--- config.mk ---
export PLATFORM = sky130hd
export DESIGN_NAME = point_to_polyline_nearest_segment_flat
export DESIGN_NICKNAME = d
export VERILOG_FILES = /design/src/design/ptpl_pkg.sv /design/src/design/ptpl_if.sv /design/src/design/point_to_polyline_nearest_segment.sv /design/src/flat_wrapper.sv
export SDC_FILE = /design/constraint.sdc
export NUM_CORES = 2
export LEC_CHECK = 0
export ABC_AREA = 1
export BUFFER_PORTS_ARGS = -buffer_cell sky130_fd_sc_hd__buf_2
export CAP_MARGIN = 20
export CORE_MARGIN = 4
export CORE_UTILIZATION = 30
export CTS_BUF_LIST = sky130_fd_sc_hd__clkbuf_8
export DETAILED_ROUTE_END_ITERATION = 8
export HOLD_SLACK_MARGIN = 0.06
export PLACE_DENSITY = 0.52
export RECOVER_POWER = 100
export SETUP_SLACK_MARGIN = 0.5
export SYNTH_ARGS = -nofsm -noshare
export SYNTH_HDL_FRONTEND = slang
export SYNTH_SLANG_ARGS = --single-unit
--- constraint.sdc ---
create_clock -name clk -period 10.75 [get_ports clk]
set_clock_uncertainty 0.1 [all_clocks]
set_input_delay 1.6125 -clock clk [delete_from_list [all_inputs] [get_ports clk]]
set_output_delay 1.6125 -clock clk [all_outputs]
set_load 0.1 [all_outputs]
--- src/design/ptpl_pkg.sv ---
// Shared definitions for the point-to-polyline nearest segment block.
// Holds widths, constants and the sequencer state type; depends on nothing.
`default_nettype none

package ptpl_pkg;

  localparam int MAX_POINTS_DEF = 1024;

  // Port field widths.
  localparam int COORD_W = 32;
  localparam int DIST_W  = 33;
  localparam int IDX_W   = 10;

  // Datapath widths.
  localparam int FRAC_W  = 16;   // fraction bits of Q16.16 and of u
  localparam int DIFF_W  = 33;   // exact coordinate difference
  localparam int MAG_W   = 32;   // magnitude of a difference
  localparam int EMAG_W  = 49;   // magnitude of an error component (Q16.32)
  localparam int U_W     = 17;   // projection parameter, 0..65536
  localparam int MUL_A_W = 49;
  localparam int MUL_B_W = 17;
  localparam int PROD_W  = MUL_A_W + MUL_B_W;
  localparam int SH_W    = 6;
  localparam int ACC_W   = 100;
  localparam int MSQ_W   = 65;   // squared segment length
  localparam int REM_W   = 66;   // divider remainder
  localparam int SUB_W   = 67;   // operands of the shared subtractor
  localparam int SQ_W    = 64;   // squared distance
  localparam int STEP_W  = 5;

  localparam logic [U_W-1:0]   U_ONE      = 17'd65536;
  localparam logic [U_W-1:0]   AT_END_MIN = 17'd65530;
  localparam logic [MSQ_W-1:0] DEGEN_MAX  = 65'd4;
  localparam logic [SQ_W-1:0]  SQRT_ONE   = 64'h4000_0000_0000_0000;

  // Last step of each sequencer phase.
  localparam logic [STEP_W-1:0] MAG_LAST  = 5'd4;
  localparam logic [STEP_W-1:0] DOT_LAST  = 5'd4;
  localparam logic [STEP_W-1:0] DIV_LAST  = 5'd15;
  localparam logic [STEP_W-1:0] ERR_LAST  = 5'd3;
  localparam logic [STEP_W-1:0] SQ_LAST   = 5'd6;
  localparam logic [STEP_W-1:0] SQRT_LAST = 5'd31;

  typedef enum logic [3:0] {
    ST_IDLE,
    ST_PREP,
    ST_MAG,
    ST_DOT,
    ST_DECIDE,
    ST_DIV,
    ST_ERR,
    ST_SQ,
    ST_UPD,
    ST_FINAL,
    ST_SQRT,
    ST_EMIT
  } state_t;

endpackage

`default_nettype wire

--- src/design/ptpl_if.sv ---
// Valid/ready channel interfaces for vertex requests and distance results.
// Field widths come from ptpl_pkg.
`default_nettype none

interface ptpl_vertex_if;
  logic                                 valid;
  logic                                 ready;
  logic signed [ptpl_pkg::COORD_W-1:0]  point_x;
  logic signed [ptpl_pkg::COORD_W-1:0]  point_y;
  logic signed [ptpl_pkg::COORD_W-1:0]  query_x;
  logic signed [ptpl_pkg::COORD_W-1:0]  query_y;
  logic                                 first_point;
  logic                                 last_point;

  modport source (
    output valid, point_x, point_y, query_x, query_y, first_point, last_point,
    input  ready
  );
  modport sink (
    input  valid, point_x, point_y, query_x, query_y, first_point, last_point,
    output ready
  );
endinterface

interface ptpl_result_if;
  logic                           valid;
  logic                           ready;
  logic [ptpl_pkg::DIST_W-1:0]    distance;
  logic [ptpl_pkg::IDX_W-1:0]     nearest_index;
  logic                           at_end;
  logic                           valid_res;

  modport source (
    output valid, distance, nearest_index, at_end, valid_res,
    input  ready
  );
  modport sink (
    input  valid, distance, nearest_index, at_end, valid_res,
    output ready
  );
endinterface

`default_nettype wire

--- src/design/point_to_polyline_nearest_segment.sv ---
// Top level of the point-to-polyline nearest segment block.
// Depends on ptpl_pkg and the channel interfaces in ptpl_if.sv.
`default_nettype none

// Vertices of a polyline arrive one request at a time on the vertex channel,
// each with the query position in signed Q16.16. Every vertex after the first
// closes a segment; the query is projected onto it with the parameter u clamped
// to [0,1] (u = 1 for a segment of near-zero length), and the segment with the
// smallest squared distance is kept, a later segment winning a tie. The vertex
// marked last_point produces one result: the integer square root of the best
// squared distance, the nearest centerline index and the at-end flag, or
// valid_res = 0 when fewer than two vertices were taken. All arithmetic runs on
// one 49x17 multiplier with a 100-bit accumulator and one 67-bit subtractor,
// stepped by a small sequencer, and the vertex channel is not ready while a
// vertex is being worked on. A vertex that starts a polyline, or one beyond
// MAX_POINTS, needs no segment work. A vertex that closes a segment goes from
// acceptance to ready again through prepare, the squared length and the dot
// product in eight multiplier passes, the decision, 16 divider steps, the error
// vector, its squared length in six passes and the compare; when u is clamped
// the divider is skipped. A last vertex adds a setup, 32 square root steps on
// the subtractor, skipped when fewer than two vertices were taken, and loading
// the output register, which waits only while an earlier result is unread.

module point_to_polyline_nearest_segment #(
  parameter int MAX_POINTS = ptpl_pkg::MAX_POINTS_DEF
) (
  input  logic          clk,
  input  logic          rst,
  ptpl_vertex_if.sink   vertex,
  ptpl_result_if.source result
);

  localparam int CNT_W   = $clog2(MAX_POINTS + 1);
  localparam int SEG_W   = $clog2(MAX_POINTS);
  localparam int IDXW    = (SEG_W + 1 > ptpl_pkg::IDX_W) ? SEG_W + 1 : ptpl_pkg::IDX_W;
  localparam int COORD_W = ptpl_pkg::COORD_W;
  localparam int DIFF_W  = ptpl_pkg::DIFF_W;
  localparam int MAG_W   = ptpl_pkg::MAG_W;
  localparam int EMAG_W  = ptpl_pkg::EMAG_W;
  localparam int FRAC_W  = ptpl_pkg::FRAC_W;
  localparam int U_W     = ptpl_pkg::U_W;
  localparam int MUL_A_W = ptpl_pkg::MUL_A_W;
  localparam int MUL_B_W = ptpl_pkg::MUL_B_W;
  localparam int PROD_W  = ptpl_pkg::PROD_W;
  localparam int SH_W    = ptpl_pkg::SH_W;
  localparam int ACC_W   = ptpl_pkg::ACC_W;
  localparam int MSQ_W   = ptpl_pkg::MSQ_W;
  localparam int REM_W   = ptpl_pkg::REM_W;
  localparam int SUB_W   = ptpl_pkg::SUB_W;
  localparam int SQ_W    = ptpl_pkg::SQ_W;
  localparam int STEP_W  = ptpl_pkg::STEP_W;
  localparam int DSQ_LSB = 32;
  localparam int DSQ_MSB = DSQ_LSB + SQ_W - 1;
  localparam int SH_HI   = MUL_B_W;
  localparam int SH_TOP  = 2 * MUL_B_W;

  // Magnitude of an exact coordinate difference; it always fits 32 bits.
  function automatic logic [MAG_W-1:0] diff_mag(input logic [DIFF_W-1:0] d);
    logic [DIFF_W-1:0] n;
    n = ~d + DIFF_W'(1);
    return d[DIFF_W-1] ? n[MAG_W-1:0] : d[MAG_W-1:0];
  endfunction

  // Magnitude of an error component held in the low 50 bits of the accumulator.
  function automatic logic [EMAG_W-1:0] err_mag(input logic [EMAG_W:0] e);
    logic [EMAG_W:0] n;
    n = ~e + (EMAG_W + 1)'(1);
    return e[EMAG_W] ? n[EMAG_W-1:0] : e[EMAG_W-1:0];
  endfunction

  // Sequencer.
  ptpl_pkg::state_t   state, state_next;
  logic [STEP_W-1:0]  step;

  // Polyline state.
  logic [COORD_W-1:0] prev_x, prev_y;
  logic [SQ_W-1:0]    best_dist_sq;
  logic [SEG_W-1:0]   best_seg;
  logic [U_W-1:0]     best_param;
  logic [CNT_W-1:0]   count;
  logic [SEG_W-1:0]   seg_r;
  logic               last_r;

  // Segment operands.
  logic [DIFF_W-1:0]  vx_s, vy_s, wx_s, wy_s;
  logic [MAG_W-1:0]   vxm, vym, wxm, wym;
  logic               vx_neg, vy_neg, wx_neg, wy_neg;
  logic [MSQ_W-1:0]   magsq;
  logic [REM_W-1:0]   rem;
  logic [U_W-1:0]     u;
  logic [EMAG_W-1:0]  exm, eym;

  // Shared multiplier and accumulator.
  logic               mul_go, mul_neg;
  logic [MUL_A_W-1:0] mul_a;
  logic [MUL_B_W-1:0] mul_b;
  logic [SH_W-1:0]    mul_sh;
  logic [PROD_W-1:0]  prod;
  logic [SH_W-1:0]    prod_sh;
  logic               prod_neg, prod_vld;
  logic               acc_ld;
  logic [ACC_W-1:0]   acc_ld_val;
  logic [ACC_W-1:0]   acc, acc_next, term;

  // Shared subtractor for the compare, the divider and the square root.
  logic [SUB_W-1:0]   sub_lhs, sub_rhs;
  logic [SUB_W:0]     sub_diff;
  logic               sub_ge;

  // Square root.
  logic [SQ_W-1:0]    sq_x, sq_res, sq_one, sq_trial;

  // Output register.
  logic                        out_valid;
  logic [ptpl_pkg::DIST_W-1:0] out_dist;
  logic [ptpl_pkg::IDX_W-1:0]  out_idx;
  logic                        out_end, out_vres;
  logic                        out_load;

  // Request decode and decision terms.
  logic               in_fire, start_poly, take_seg;
  logic               degen, dot_nonpos, clamp;
  logic [SQ_W-1:0]    dsq;
  logic               res_ok, end_flag;
  logic [IDXW-1:0]    idx_w;

  assign in_fire    = vertex.valid && vertex.ready;
  assign start_poly = vertex.first_point || (count == '0);
  assign take_seg   = !start_poly && (count < CNT_W'(MAX_POINTS));

  assign degen      = magsq <= ptpl_pkg::DEGEN_MAX;
  assign dot_nonpos = acc[ACC_W-1] || (acc == '0);
  assign clamp      = degen || dot_nonpos || sub_ge;

  assign sub_diff   = {1'b0, sub_lhs} - {1'b0, sub_rhs};
  assign sub_ge     = !sub_diff[SUB_W];
  assign sq_trial   = sq_res | sq_one;

  // Squared distance of the finished segment, saturated to 64 bits.
  assign dsq = (acc[ACC_W-1:DSQ_MSB+1] != '0) ? '1 : acc[DSQ_MSB:DSQ_LSB];

  assign res_ok   = count >= CNT_W'(2);
  assign end_flag = (CNT_W'(best_seg) == count - CNT_W'(2)) &&
                    (best_param >= ptpl_pkg::AT_END_MIN);
  assign idx_w    = (best_param == '0) ? IDXW'(best_seg) : IDXW'(best_seg) + IDXW'(1);

  assign term = ACC_W'(prod) << prod_sh;

  always_comb begin
    if (acc_ld) begin
      acc_next = acc_ld_val;
    end else if (prod_vld) begin
      acc_next = prod_neg ? acc - term : acc + term;
    end else begin
      acc_next = acc;
    end
  end

  // Next state.
  always_comb begin
    state_next = state;
    case (state)
      ptpl_pkg::ST_IDLE: begin
        if (in_fire) begin
          if (take_seg) begin
            state_next = ptpl_pkg::ST_PREP;
          end else if (vertex.last_point) begin
            state_next = ptpl_pkg::ST_FINAL;
          end
        end
      end
      ptpl_pkg::ST_PREP: state_next = ptpl_pkg::ST_MAG;
      ptpl_pkg::ST_MAG: begin
        if (step == ptpl_pkg::MAG_LAST) state_next = ptpl_pkg::ST_DOT;
      end
      ptpl_pkg::ST_DOT: begin
        if (step == ptpl_pkg::DOT_LAST) state_next = ptpl_pkg::ST_DECIDE;
      end
      ptpl_pkg::ST_DECIDE: begin
        state_next = clamp ? ptpl_pkg::ST_ERR : ptpl_pkg::ST_DIV;
      end
      ptpl_pkg::ST_DIV: begin
        if (step == ptpl_pkg::DIV_LAST) state_next = ptpl_pkg::ST_ERR;
      end
      ptpl_pkg::ST_ERR: begin
        if (step == ptpl_pkg::ERR_LAST) state_next = ptpl_pkg::ST_SQ;
      end
      ptpl_pkg::ST_SQ: begin
        if (step == ptpl_pkg::SQ_LAST) state_next = ptpl_pkg::ST_UPD;
      end
      ptpl_pkg::ST_UPD: begin
        state_next = last_r ? ptpl_pkg::ST_FINAL : ptpl_pkg::ST_IDLE;
      end
      ptpl_pkg::ST_FINAL: begin
        state_next = res_ok ? ptpl_pkg::ST_SQRT : ptpl_pkg::ST_EMIT;
      end
      ptpl_pkg::ST_SQRT: begin
        if (step == ptpl_pkg::SQRT_LAST) state_next = ptpl_pkg::ST_EMIT;
      end
      ptpl_pkg::ST_EMIT: begin
        if (out_load) state_next = ptpl_pkg::ST_IDLE;
      end
      default: state_next = ptpl_pkg::ST_IDLE;
    endcase
  end

  // Control outputs: multiplier passes, accumulator loads, subtractor operands.
  // A pass is issued in one cycle and accumulated in the next, so each phase
  // ends with one drain step and the following phase reads the accumulator.
  always_comb begin
    vertex.ready = (state == ptpl_pkg::ST_IDLE);
    out_load     = (state == ptpl_pkg::ST_EMIT) && (!out_valid || result.ready);
    mul_go       = 1'b0;
    mul_a        = '0;
    mul_b        = '0;
    mul_sh       = '0;
    mul_neg      = 1'b0;
    acc_ld       = 1'b0;
    acc_ld_val   = '0;
    sub_lhs      = '0;
    sub_rhs      = '0;
    case (state)
      ptpl_pkg::ST_MAG: begin
        acc_ld = (step == 5'd0);
        case (step)
          5'd0: begin
            mul_go = 1'b1; mul_a = MUL_A_W'(vxm); mul_b = vxm[MUL_B_W-1:0];
          end
          5'd1: begin
            mul_go = 1'b1; mul_a = MUL_A_W'(vxm);
            mul_b = MUL_B_W'(vxm[MAG_W-1:SH_HI]); mul_sh = SH_W'(SH_HI);
          end
          5'd2: begin
            mul_go = 1'b1; mul_a = MUL_A_W'(vym); mul_b = vym[MUL_B_W-1:0];
          end
          5'd3: begin
            mul_go = 1'b1; mul_a = MUL_A_W'(vym);
            mul_b = MUL_B_W'(vym[MAG_W-1:SH_HI]); mul_sh = SH_W'(SH_HI);
          end
          default: mul_go = 1'b0;
        endcase
      end
      ptpl_pkg::ST_DOT: begin
        acc_ld = (step == 5'd0);
        case (step)
          5'd0: begin
            mul_go = 1'b1; mul_a = MUL_A_W'(wxm); mul_b = vxm[MUL_B_W-1:0];
            mul_neg = wx_neg ^ vx_neg;
          end
          5'd1: begin
            mul_go = 1'b1; mul_a = MUL_A_W'(wxm);
            mul_b = MUL_B_W'(vxm[MAG_W-1:SH_HI]); mul_sh = SH_W'(SH_HI);
            mul_neg = wx_neg ^ vx_neg;
          end
          5'd2: begin
            mul_go = 1'b1; mul_a = MUL_A_W'(wym); mul_b = vym[MUL_B_W-1:0];
            mul_neg = wy_neg ^ vy_neg;
          end
          5'd3: begin
            mul_go = 1'b1; mul_a = MUL_A_W'(wym);
            mul_b = MUL_B_W'(vym[MAG_W-1:SH_HI]); mul_sh = SH_W'(SH_HI);
            mul_neg = wy_neg ^ vy_neg;
          end
          default: mul_go = 1'b0;
        endcase
      end
      ptpl_pkg::ST_DECIDE: begin
        sub_lhs = acc[SUB_W-1:0];
        sub_rhs = SUB_W'(magsq);
      end
      ptpl_pkg::ST_DIV: begin
        sub_lhs = {rem, 1'b0};
        sub_rhs = SUB_W'(magsq);
      end
      ptpl_pkg::ST_ERR: begin
        // e = w * 2^16 - u * v, one component at a time.
        case (step)
          5'd0: begin
            acc_ld = 1'b1;
            acc_ld_val = {{(ACC_W-DIFF_W-FRAC_W){wx_s[DIFF_W-1]}}, wx_s, {FRAC_W{1'b0}}};
            mul_go = 1'b1; mul_a = MUL_A_W'(vxm); mul_b = u; mul_neg = !vx_neg;
          end
          5'd2: begin
            acc_ld = 1'b1;
            acc_ld_val = {{(ACC_W-DIFF_W-FRAC_W){wy_s[DIFF_W-1]}}, wy_s, {FRAC_W{1'b0}}};
            mul_go = 1'b1; mul_a = MUL_A_W'(vym); mul_b = u; mul_neg = !vy_neg;
          end
          default: mul_go = 1'b0;
        endcase
      end
      ptpl_pkg::ST_SQ: begin
        acc_ld = (step == 5'd0);
        case (step)
          5'd0: begin
            mul_go = 1'b1; mul_a = exm; mul_b = exm[MUL_B_W-1:0];
          end
          5'd1: begin
            mul_go = 1'b1; mul_a = exm; mul_b = exm[SH_TOP-1:SH_HI];
            mul_sh = SH_W'(SH_HI);
          end
          5'd2: begin
            mul_go = 1'b1; mul_a = exm; mul_b = MUL_B_W'(exm[EMAG_W-1:SH_TOP]);
            mul_sh = SH_W'(SH_TOP);
          end
          5'd3: begin
            mul_go = 1'b1; mul_a = eym; mul_b = eym[MUL_B_W-1:0];
          end
          5'd4: begin
            mul_go = 1'b1; mul_a = eym; mul_b = eym[SH_TOP-1:SH_HI];
            mul_sh = SH_W'(SH_HI);
          end
          5'd5: begin
            mul_go = 1'b1; mul_a = eym; mul_b = MUL_B_W'(eym[EMAG_W-1:SH_TOP]);
            mul_sh = SH_W'(SH_TOP);
          end
          default: mul_go = 1'b0;
        endcase
      end
      ptpl_pkg::ST_SQRT: begin
        sub_lhs = SUB_W'(sq_x);
        sub_rhs = SUB_W'(sq_trial);
      end
      default: mul_go = 1'b0;
    endcase
  end

  // Sequencer registers.
  always_ff @(posedge clk) begin
    if (rst) begin
      state <= ptpl_pkg::ST_IDLE;
      step  <= '0;
    end else begin
      state <= state_next;
      step  <= (state_next != state) ? '0 : step + STEP_W'(1);
    end
  end

  // Multiplier stage and accumulator.
  always_ff @(posedge clk) begin
    if (rst) begin
      prod_vld <= 1'b0;
    end else begin
      prod_vld <= mul_go;
    end
    prod     <= mul_a * mul_b;
    prod_sh  <= mul_sh;
    prod_neg <= mul_neg;
    acc      <= acc_next;
  end

  // Polyline state: start, segment bookkeeping, best update and clearing
  // once the result has been handed to the output register.
  always_ff @(posedge clk) begin
    if (rst) begin
      prev_x       <= '0;
      prev_y       <= '0;
      best_dist_sq <= '1;
      best_seg     <= '0;
      best_param   <= '0;
      count        <= '0;
    end else begin
      if (in_fire) begin
        if (start_poly) begin
          count        <= CNT_W'(1);
          prev_x       <= vertex.point_x;
          prev_y       <= vertex.point_y;
          best_dist_sq <= '1;
          best_seg     <= '0;
          best_param   <= '0;
        end else if (take_seg) begin
          prev_x <= vertex.point_x;
          prev_y <= vertex.point_y;
          count  <= count + CNT_W'(1);
        end
      end
      if (state == ptpl_pkg::ST_UPD && dsq <= best_dist_sq) begin
        best_dist_sq <= dsq;
        best_seg     <= seg_r;
        best_param   <= u;
      end
      if (out_load) begin
        count        <= '0;
        best_dist_sq <= '1;
      end
    end
  end

  // Segment datapath registers.
  always_ff @(posedge clk) begin
    if (in_fire) begin
      last_r <= vertex.last_point;
      seg_r  <= SEG_W'(count - CNT_W'(1));
      vx_s   <= {vertex.point_x[COORD_W-1], vertex.point_x} - {prev_x[COORD_W-1], prev_x};
      vy_s   <= {vertex.point_y[COORD_W-1], vertex.point_y} - {prev_y[COORD_W-1], prev_y};
      wx_s   <= {vertex.query_x[COORD_W-1], vertex.query_x} - {prev_x[COORD_W-1], prev_x};
      wy_s   <= {vertex.query_y[COORD_W-1], vertex.query_y} - {prev_y[COORD_W-1], prev_y};
    end
    if (state == ptpl_pkg::ST_PREP) begin
      vxm    <= diff_mag(vx_s);
      vym    <= diff_mag(vy_s);
      wxm    <= diff_mag(wx_s);
      wym    <= diff_mag(wy_s);
      vx_neg <= vx_s[DIFF_W-1];
      vy_neg <= vy_s[DIFF_W-1];
      wx_neg <= wx_s[DIFF_W-1];
      wy_neg <= wy_s[DIFF_W-1];
    end
    if (state == ptpl_pkg::ST_DOT && step == 5'd0) begin
      magsq <= acc[MSQ_W-1:0];
    end
    if (state == ptpl_pkg::ST_DECIDE) begin
      // Degenerate segments and dot products past the far end clamp to one.
      rem <= acc[REM_W-1:0];
      if (degen) begin
        u <= ptpl_pkg::U_ONE;
      end else if (dot_nonpos) begin
        u <= '0;
      end else if (sub_ge) begin
        u <= ptpl_pkg::U_ONE;
      end else begin
        u <= '0;
      end
    end
    if (state == ptpl_pkg::ST_DIV) begin
      // Restoring division, one quotient bit per step.
      if (sub_ge) begin
        rem <= sub_diff[REM_W-1:0];
        u   <= {u[U_W-2:0], 1'b1};
      end else begin
        rem <= sub_lhs[REM_W-1:0];
        u   <= {u[U_W-2:0], 1'b0};
      end
    end
    if (state == ptpl_pkg::ST_ERR && step == 5'd2) begin
      exm <= err_mag(acc[EMAG_W:0]);
    end
    if (state == ptpl_pkg::ST_SQ && step == 5'd0) begin
      eym <= err_mag(acc[EMAG_W:0]);
    end
  end

  // Integer square root, two radicand bits per step.
  always_ff @(posedge clk) begin
    if (state == ptpl_pkg::ST_FINAL) begin
      sq_x   <= best_dist_sq;
      sq_res <= '0;
      sq_one <= ptpl_pkg::SQRT_ONE;
    end else if (state == ptpl_pkg::ST_SQRT) begin
      if (sub_ge) begin
        sq_x   <= sub_diff[SQ_W-1:0];
        sq_res <= (sq_res >> 1) | sq_one;
      end else begin
        sq_res <= sq_res >> 1;
      end
      sq_one <= sq_one >> 2;
    end
  end

  // Output register; a new result loads only when the previous one is taken.
  always_ff @(posedge clk) begin
    if (rst) begin
      out_valid <= 1'b0;
    end else if (out_load) begin
      out_valid <= 1'b1;
    end else if (result.ready) begin
      out_valid <= 1'b0;
    end
    if (out_load) begin
      out_vres <= res_ok;
      out_dist <= res_ok ? sq_res[ptpl_pkg::DIST_W-1:0] : '0;
      out_idx  <= res_ok ? idx_w[ptpl_pkg::IDX_W-1:0] : '0;
      out_end  <= res_ok && end_flag;
    end
  end

  assign result.valid         = out_valid;
  assign result.distance      = out_dist;
  assign result.nearest_index = out_idx;
  assign result.at_end        = out_end;
  assign result.valid_res     = out_vres;

  // The divider remainder stays below the divisor at every step.
  a_div_rem: assert property (@(posedge clk) disable iff (rst)
    (state == ptpl_pkg::ST_DIV) |-> (rem < REM_W'(magsq)))
    else $error("divider remainder reached the divisor");

  // A sum of squares never comes out negative.
  a_sum_pos: assert property (@(posedge clk) disable iff (rst)
    (state == ptpl_pkg::ST_UPD) |-> !acc[ACC_W-1])
    else $error("squared distance accumulated negative");

  // Handing over a result clears the polyline state.
  a_clear: assert property (@(posedge clk) disable iff (rst)
    out_load |=> (count == '0) && (best_dist_sq == '1))
    else $error("polyline state not cleared after a result");

  // A result without two vertices carries zero fields.
  a_short: assert property (@(posedge clk) disable iff (rst)
    (result.valid && !result.valid_res) |->
      (result.distance == '0) && (result.nearest_index == '0) && !result.at_end)
    else $error("short polyline result has nonzero fields");

endmodule

`default_nettype wire

--- src/flat_wrapper.sv ---
// flat-port wrapper written by rule: the top's interface ports become plain ports
module point_to_polyline_nearest_segment_flat 
#(
  parameter int MAX_POINTS = ptpl_pkg::MAX_POINTS_DEF
)
  (clk, rst, vertex_valid, vertex_point_x, vertex_point_y, vertex_query_x, vertex_query_y, vertex_first_point, vertex_last_point, vertex_ready, result_valid, result_distance, result_nearest_index, result_at_end, result_valid_res, result_ready);
  ptpl_vertex_if vertex_i ();
  ptpl_result_if result_i ();
  input  logic clk;
  input  logic rst;
  input wire logic [$bits(vertex_i.valid)-1:0] vertex_valid;
  input wire logic [$bits(vertex_i.point_x)-1:0] vertex_point_x;
  input wire logic [$bits(vertex_i.point_y)-1:0] vertex_point_y;
  input wire logic [$bits(vertex_i.query_x)-1:0] vertex_query_x;
  input wire logic [$bits(vertex_i.query_y)-1:0] vertex_query_y;
  input wire logic [$bits(vertex_i.first_point)-1:0] vertex_first_point;
  input wire logic [$bits(vertex_i.last_point)-1:0] vertex_last_point;
  output wire logic [$bits(vertex_i.ready)-1:0] vertex_ready;
  output wire logic [$bits(result_i.valid)-1:0] result_valid;
  output wire logic [$bits(result_i.distance)-1:0] result_distance;
  output wire logic [$bits(result_i.nearest_index)-1:0] result_nearest_index;
  output wire logic [$bits(result_i.at_end)-1:0] result_at_end;
  output wire logic [$bits(result_i.valid_res)-1:0] result_valid_res;
  input wire logic [$bits(result_i.ready)-1:0] result_ready;
  assign vertex_i.valid = vertex_valid;
  assign vertex_i.point_x = vertex_point_x;
  assign vertex_i.point_y = vertex_point_y;
  assign vertex_i.query_x = vertex_query_x;
  assign vertex_i.query_y = vertex_query_y;
  assign vertex_i.first_point = vertex_first_point;
  assign vertex_i.last_point = vertex_last_point;
  assign vertex_ready = vertex_i.ready;
  assign result_valid = result_i.valid;
  assign result_distance = result_i.distance;
  assign result_nearest_index = result_i.nearest_index;
  assign result_at_end = result_i.at_end;
  assign result_valid_res = result_i.valid_res;
  assign result_i.ready = result_ready;
  point_to_polyline_nearest_segment #(.MAX_POINTS(MAX_POINTS)) u_core (.clk(clk), .rst(rst), .vertex(vertex_i), .result(result_i));
endmodule
# Word level (Yosys, flattened, before mapping)

Cells that the tools add are included.

Add/sub/neg operators: 17
Multipliers: 1
Order comparisons: 5
Eq/ne operators: 22
Shift operators: 1
Multiplexer cells: 78
Bitwise gates (word level): 9
Reductions and logical operators: 50

Operators with widths:

| operator                                                         | number |
|---|---|
| 2-to-1 mux 64 bit                                                | 8 |
| 2-to-1 mux 100 bit                                               | 4 |
| 2-to-1 mux 32 bit                                                | 8 |
| one-hot mux 67 bit (3 select lines)                              | 1 |
| one-hot mux 100 bit (2 select lines)                             | 1 |
| 2-to-1 mux 66 bit                                                | 3 |
| one-hot mux 49 bit (4 select lines)                              | 1 |
| one-hot mux 32 bit (2 select lines)                              | 3 |
| 2-to-1 mux 17 bit                                                | 9 |
| subtractor 32 x 32 -> 33 bit                                     | 4 |
| one-hot mux 65 bit (2 select lines)                              | 1 |
| adder 32 x 1 -> 32 bit (second input constant)                   | 4 |
| NOT 32 bit                                                       | 4 |
| one-hot mux 17 bit (6 select lines)                              | 1 |
| adder 100 bit                                                    | 1 |
| zero test 100 bit                                                | 1 |
| << shifter 66 x 6 -> 100 bit                                     | 1 |
| subtractor 100 bit                                               | 1 |
| one-hot mux 49 bit (2 select lines)                              | 1 |
| one-hot mux 17 bit (4 select lines)                              | 1 |
| subtractor 67 x 65 -> 68 bit                                     | 1 |
| multiplier 49 x 17 -> 66 bit                                     | 1 |
| less-or-equal comparator 65 x 3 -> 1 bit (second input constant) | 1 |
| less-or-equal comparator 64 bit                                  | 1 |
| other kinds (51)                                                 | 121 |

Flip-flop bits (word level): 1076
Input bits: 134
Output and inout port bits: 47
Word-level logic and storage cells: 223

# Depth between registers and ports, before layout

Word-level depth: 10
Depth in mapped cells: 44
Depth with buffers taken out: 41

# Worst setup path after synthesis

No wires, ideal clock.

Path type: register to register
Start: register u_core.state[0]
End: register u_core.sq_x[0], enable pin
Library setup time: 0.574 ns
Data arrival time: 9.910 ns
Data required time: 10.076 ns
Path slack: 0.165 ns
Stages on the path, launching flop included: 24
Path buffers: 4
Clock period less this slack: 10.585 ns
Cell sequence: dfxtp_1 -> buf_2 -> inv_1 -> nor2_1 -> nand2_1 -> nand2_1 -> clkbuf_1 -> buf_1 -> nand2_1 -> nand2_1 -> inv_1 -> ha_1 -> nand2_1 -> nor2_1 -> and2_1 -> inv_1 -> nor2_1 -> nand3_1 -> nand2_1 -> nand2_1 -> nand2_1 -> inv_1 -> clkbuf_1 -> o21ai_0

Cells in the longest elaborated chain, start to end: 6
Elaborated cells on any way between the ends: 11
Classes of those cells: add/sub (1); eq/ne (5); mux (2); reduce/logical (3)

Ends and longest elaborated chain:

| what                                   | line                                     | text |
|---|---|---|
| from (decl)                            | point_to_polyline_nearest_segment.sv:72  | `ptpl_pkg::state_t state, state_next;` |
| from (signal assigned)                 | point_to_polyline_nearest_segment.sv:330 | `state <= ptpl_pkg::ST_IDLE;` |
| from (signal assigned)                 | point_to_polyline_nearest_segment.sv:333 | `state <= state_next;` |
| == test 4 x 3 -> 1 bit                 | point_to_polyline_nearest_segment.sv:222 | `case (state)` |
| OR reduction 2 bit (no source line)    | n/a                                      |  |
| one-hot mux 65 bit (2 select lines)    | point_to_polyline_nearest_segment.sv:222 |  |
| subtractor 67 x 65 -> 68 bit           | point_to_polyline_nearest_segment.sv:135 | `assign sub_diff = {1'b0, sub_lhs} - {1'b0, sub_rhs};` |
| != test 2 bit (no source line)         | n/a                                      |  |
| AND reduction 2 bit (no source line) * | n/a                                      |  |
| to (signal assigned)                   | point_to_polyline_nearest_segment.sv:445 | `sq_x <= best_dist_sq;` |
| to (signal assigned)                   | point_to_polyline_nearest_segment.sv:450 | `sq_x <= sub_diff[SQ_W-1:0];` |
| to (decl)                              | point_to_polyline_nearest_segment.sv:111 | `logic [SQ_W-1:0] sq_x, sq_res, sq_one, sq_trial;` |

Mark *: on every way between the ends. The rest lies on a longest branch, timed or not.
A chain may end at the register's enable or synchronous reset.

# Final worst setup path

Start: register u_core.state[0]
End: register u_core.rem[31] (data pin)

Cells in the longest elaborated chain, start to end: 6
Elaborated cells on any way between the ends: 9
Classes of those cells: add/sub (1); eq/ne (3); mux (4); reduce/logical (1)

Ends and longest elaborated chain:

| what                                      | line                                                                               | text |
|---|---|---|
| == test 4 x 3 -> 1 bit (on tied branches) | point_to_polyline_nearest_segment.sv:222, point_to_polyline_nearest_segment.sv:424 |  |
| OR reduction 2 bit (no source line)       | n/a                                                                                |  |
| one-hot mux 65 bit (2 select lines)       | point_to_polyline_nearest_segment.sv:222                                           |  |
| subtractor 67 x 65 -> 68 bit              | point_to_polyline_nearest_segment.sv:135                                           |  |
| 2-to-1 mux 66 bit                         | point_to_polyline_nearest_segment.sv:426                                           | `if (sub_ge) begin` |
| 2-to-1 mux 66 bit *                       | point_to_polyline_nearest_segment.sv:424                                           | `if (state == ptpl_pkg::ST_DIV) begin` |
| to (signal assigned)                      | point_to_polyline_nearest_segment.sv:413                                           | `rem <= acc[REM_W-1:0];` |
| to (signal assigned)                      | point_to_polyline_nearest_segment.sv:427                                           | `rem <= sub_diff[REM_W-1:0];` |
| to (signal assigned)                      | point_to_polyline_nearest_segment.sv:430                                           | `rem <= sub_lhs[REM_W-1:0];` |
| to (decl)                                 | point_to_polyline_nearest_segment.sv:89                                            | `logic [REM_W-1:0] rem;` |

Marks and branches as above.

==> summary.txt <==
Critical path
  • CP max stage cell: clkbuf_1
  • Most common cell on crit path: nand2_1
  • CP Launch Type: flop
  • Worst-path maximum fanout: 73
  • Setup slack, reg-to-reg: 680 ps
  • Critical path cell sequence: nor2_1, nand2_1, clkbuf_1, clkbuf_1, nor2_1, inv_1, nand3_1, inv_1, ha_1, nand2_1, o21ai_0, nand2_1, nand2_1, nand2_1, nand2_1, a21oi_1, nand2_1, nand2_1, nand2_4, buf_4, buf_4, a21oi_1, o21ai_0, o21ai_0
  • Setup crit end kind: flop
  • Crit path arrival time: 10580 ps
  • Crit Path Class: flop to flop
  • Worst Path Required: 11260 ps
  • Worst path max stage delay: 1980 ps

Route
  • Routed via count: 94000
  • Routed wire length: 439000 um
  • Vias/cell: 5.19
  • DR WL/cell: 24.2 um
  • DRC Markers: 0
  • DR pass1 iterations: 7
  • Antenna-violating nets left: 0
  • Number of DRC markers in iteration 0: 10300

Floorplanning
  • Number of cell rows: 212
  • Die height: 588 um
  • Ports: 181
  • Initial Utilization: 30.2%
  • Full die area: 346000 sq um
  • Die width: 588 um
  • Core area: 334000 sq um

Clock tree
  • CTS tree: built
  • Total setup buffers inserted after CTS: 0
  • Clk_lat worst skew: 1050 ps
  • Clock sinks: 1071
  • Reg clk slew, reported paths: 60 ps
  • Resize count post-CTS: 0
  • H-tree depth: 4
  • Cts bufs inserted: 206
  • Hold-fix buffers, CTS: 0
  • Root Buffer: clkbuf_8
  • Max clock buf depth: 4

Synthesis
  • Synthesized instance count: 13400
  • Post-Syn Area: 101000 sq um
  • Ys flop type: edfxtp_1
  • Ys Warns: 0
  • Async set-reset flop share out of synthesis: 0%
  • Sequential fraction of the synthesis area: 28.5%
  • Number of flops mapped to enable cells by yosys: 730
  • Share of the synthesized area in the top cell type: 21.7%
  • Cell taking the most area after synthesis: edfxtp_1
  • Syn nets: 14800
  • Mean post-synth cell area: 7.52 sq um
  • Synth top area cells: edfxtp_1, fa_1, nand2_1, inv_1, dfxtp_1
  • Yosys reg bits: 1071
  • Netlist cell types: 67

Global route
  • All-layer global routing usage: 24.5%
  • Vias in the first global route: 91200
  • Initial antenna violation count: 44
  • Largest net degree at the start of global routing: 88
  • Global-route wire length before repair: 632000 um
  • Total grt overflow: 0

Placed design
  • PortBufs: 180
  • DP Area: 107000 sq um
  • Detail Placement HPWL: 357000 um
  • GP Congestion: 1.03
  • Placed insts: 17700

STA
  • Fin crit share: 93.7%
  • RSZ-0062 raised after global routing: false
  • Post-route setup TNS: 0 ps
  • Minimum clock period: 10070 ps
  • Max-slew violation count: 1348
  • Max Clk Rate: 99.3 MHz
  • Final hold vios: 0
  • Slew HR: -204%
  • Final Setup Violations: 0
  • Final hold slack: 349 ps
  • Slew @ Worst Pin: 4570 ps

Final layout
  • Final instance area: 111000 sq um
  • Area of the multi-input gates: 61000 sq um
  • Fillers: 36300
  • Most frequent cells in the layout: nand2_1, inv_1, nor2_1
  • Commonest non-fill, non-tap cell in the layout: nand2_1
  • FF+latch area: 28800 sq um
  • Area grow syn2layout: 9.71%
  • Layout Cells excl Fill: 18100
  • Final net count: 14900
  • Layout cell share with drive strength beyond 1: 4.84%

Power and ir drop
  • VDD IR-drop max: 0.304 mV
  • Total Power: 37900 uW
  • PD cells: 342 nW/um^2
  • P_leak: 0.0516 uW

Status
  • Violated checks: capacitance limit, slew limit
  • Outcome: finished with violations

Flow run
  • Max-Cap Viols: 32

Worst hold path
  • Worst hold path class: flop to flop
==> metrics by stage <==
| step | util (%) | setup slack (ps) |
|---|---|---|
| final | 33.1 | 676 |
| after global routing | 33.1 | 388 |
| after CTS | 33.3 | 1420 |
| after detailed placement | 32.0 | 1440 |
| after global placement | 32.0 | 1380 |
| after floorplan | - | 1880 |
==> cell families (layout without fill, tap and decap cells) <==
family | count (synthesis) | in the layout | synth area share [%]
adders and majority gates | 1226 | 1226 | 20.5
AOI/OAI and AO/OA | 2256 | 2256 | 13.0
buffers and inverters | 2910 | 3192 | 11.2
xor gates and xnor gates | 562 | 562 | 4.88
DFF | 1071 | 1071 | 28.5
other | 0 | 11 | 0
and+or+nand+nor | 5408 | 5408 | 22.0
==> power breakdown <==
part | leakage [uW] | internal (uW) | total, uW | switching [uW]
clock network | 0.00240 | 2370 | 4350 | 1990
logic | 0.0397 | 7040 | 26500 | 19500
registers | 0.00949 | 6180 | 6960 | 776
==> worst paths after layout <==
kind / from / to / depth (start not counted)
setup / recovery: u_core.state[0] / u_core.rem[31] / 24
hold / removal: u_core.sq_one[62] / u_core.sq_one[62] / 2
setup reg to reg: u_core.state[0] / u_core.rem[31] / 24
hold reg to reg: u_core.sq_one[62] / u_core.sq_one[62] / 2
==> layout make-up <==
| class | count | share of cell area, % |
|---|---|---|
| Clock buffer | 226 | 2.81 |
| Multi-Input combinational cell | 9452 | 55.1 |
| Inverter | 2450 | 8.32 |
| Sequential cell | 1071 | 26.0 |
| Antenna cell | 11 | 0.0249 |
| Timing Repair Buffer | 367 | 1.82 |
| Clock inverter | 149 | 1.02 |
| Tap cell | 4387 | 4.96 |
==> cell usage after synthesis, types with 25 or more instances <==
master,n
a21oi_1,700
ha_1,516
a221oi_1,46
o21a_1,72
o21bai_1,51
inv_1,2415
dfxtp_1,341
xor2_1,399
nor3_1,147
a22o_1,67
o21ai_1,54
nand2_1,2869
clkbuf_1,243
fa_1,710
nand3_1,612
nor4_1,66
a21o_1,31
a31oi_1,85
o221ai_1,28
nand3b_1,26
inv_2,30
buf_2,120
o22ai_1,182
edfxtp_1,730
buf_1,56
o21ai_0,730
a21boi_0,25
a211oi_1,65
xnor2_1,163
nor2_1,1483
nand4_1,102
o211ai_1,45
==> critical path: cells and delay by family, from the launching register on <==
family | cells | cell delay, ps
fa+ha+maj | 1 | 200
simple gates | 12 | 2130
compound gates | 5 | 950
buf+inv | 6 | 5510
flops | 1 | 580
==> registers in the layout, indices dropped and copies added (netlist names), 33 cells and up <==
signal and flops:
u_core.sq_x 64, u_core.result.distance 33, u_core.rem 66, u_core.acc 100, u_core.sq_res 63, u_core.wx_s 33, u_core.magsq 65, u_core.prod 66
u_core.vx_s 33, u_core.wy_s 33, u_core.vy_s 33, u_core.exm 49, u_core.best_dist_sq 64, u_core.eym 49
==> routing by layer <==
metal | wire length, um | track usage [%]
met5 | 62 | 0
met4 | 26300 | 12.3
met3 | 36300 | 4.80
met2 | 192000 | 38.2
met1 | 184000 | 32.4
Note: power is estimated with default switching activity, not from simulation.
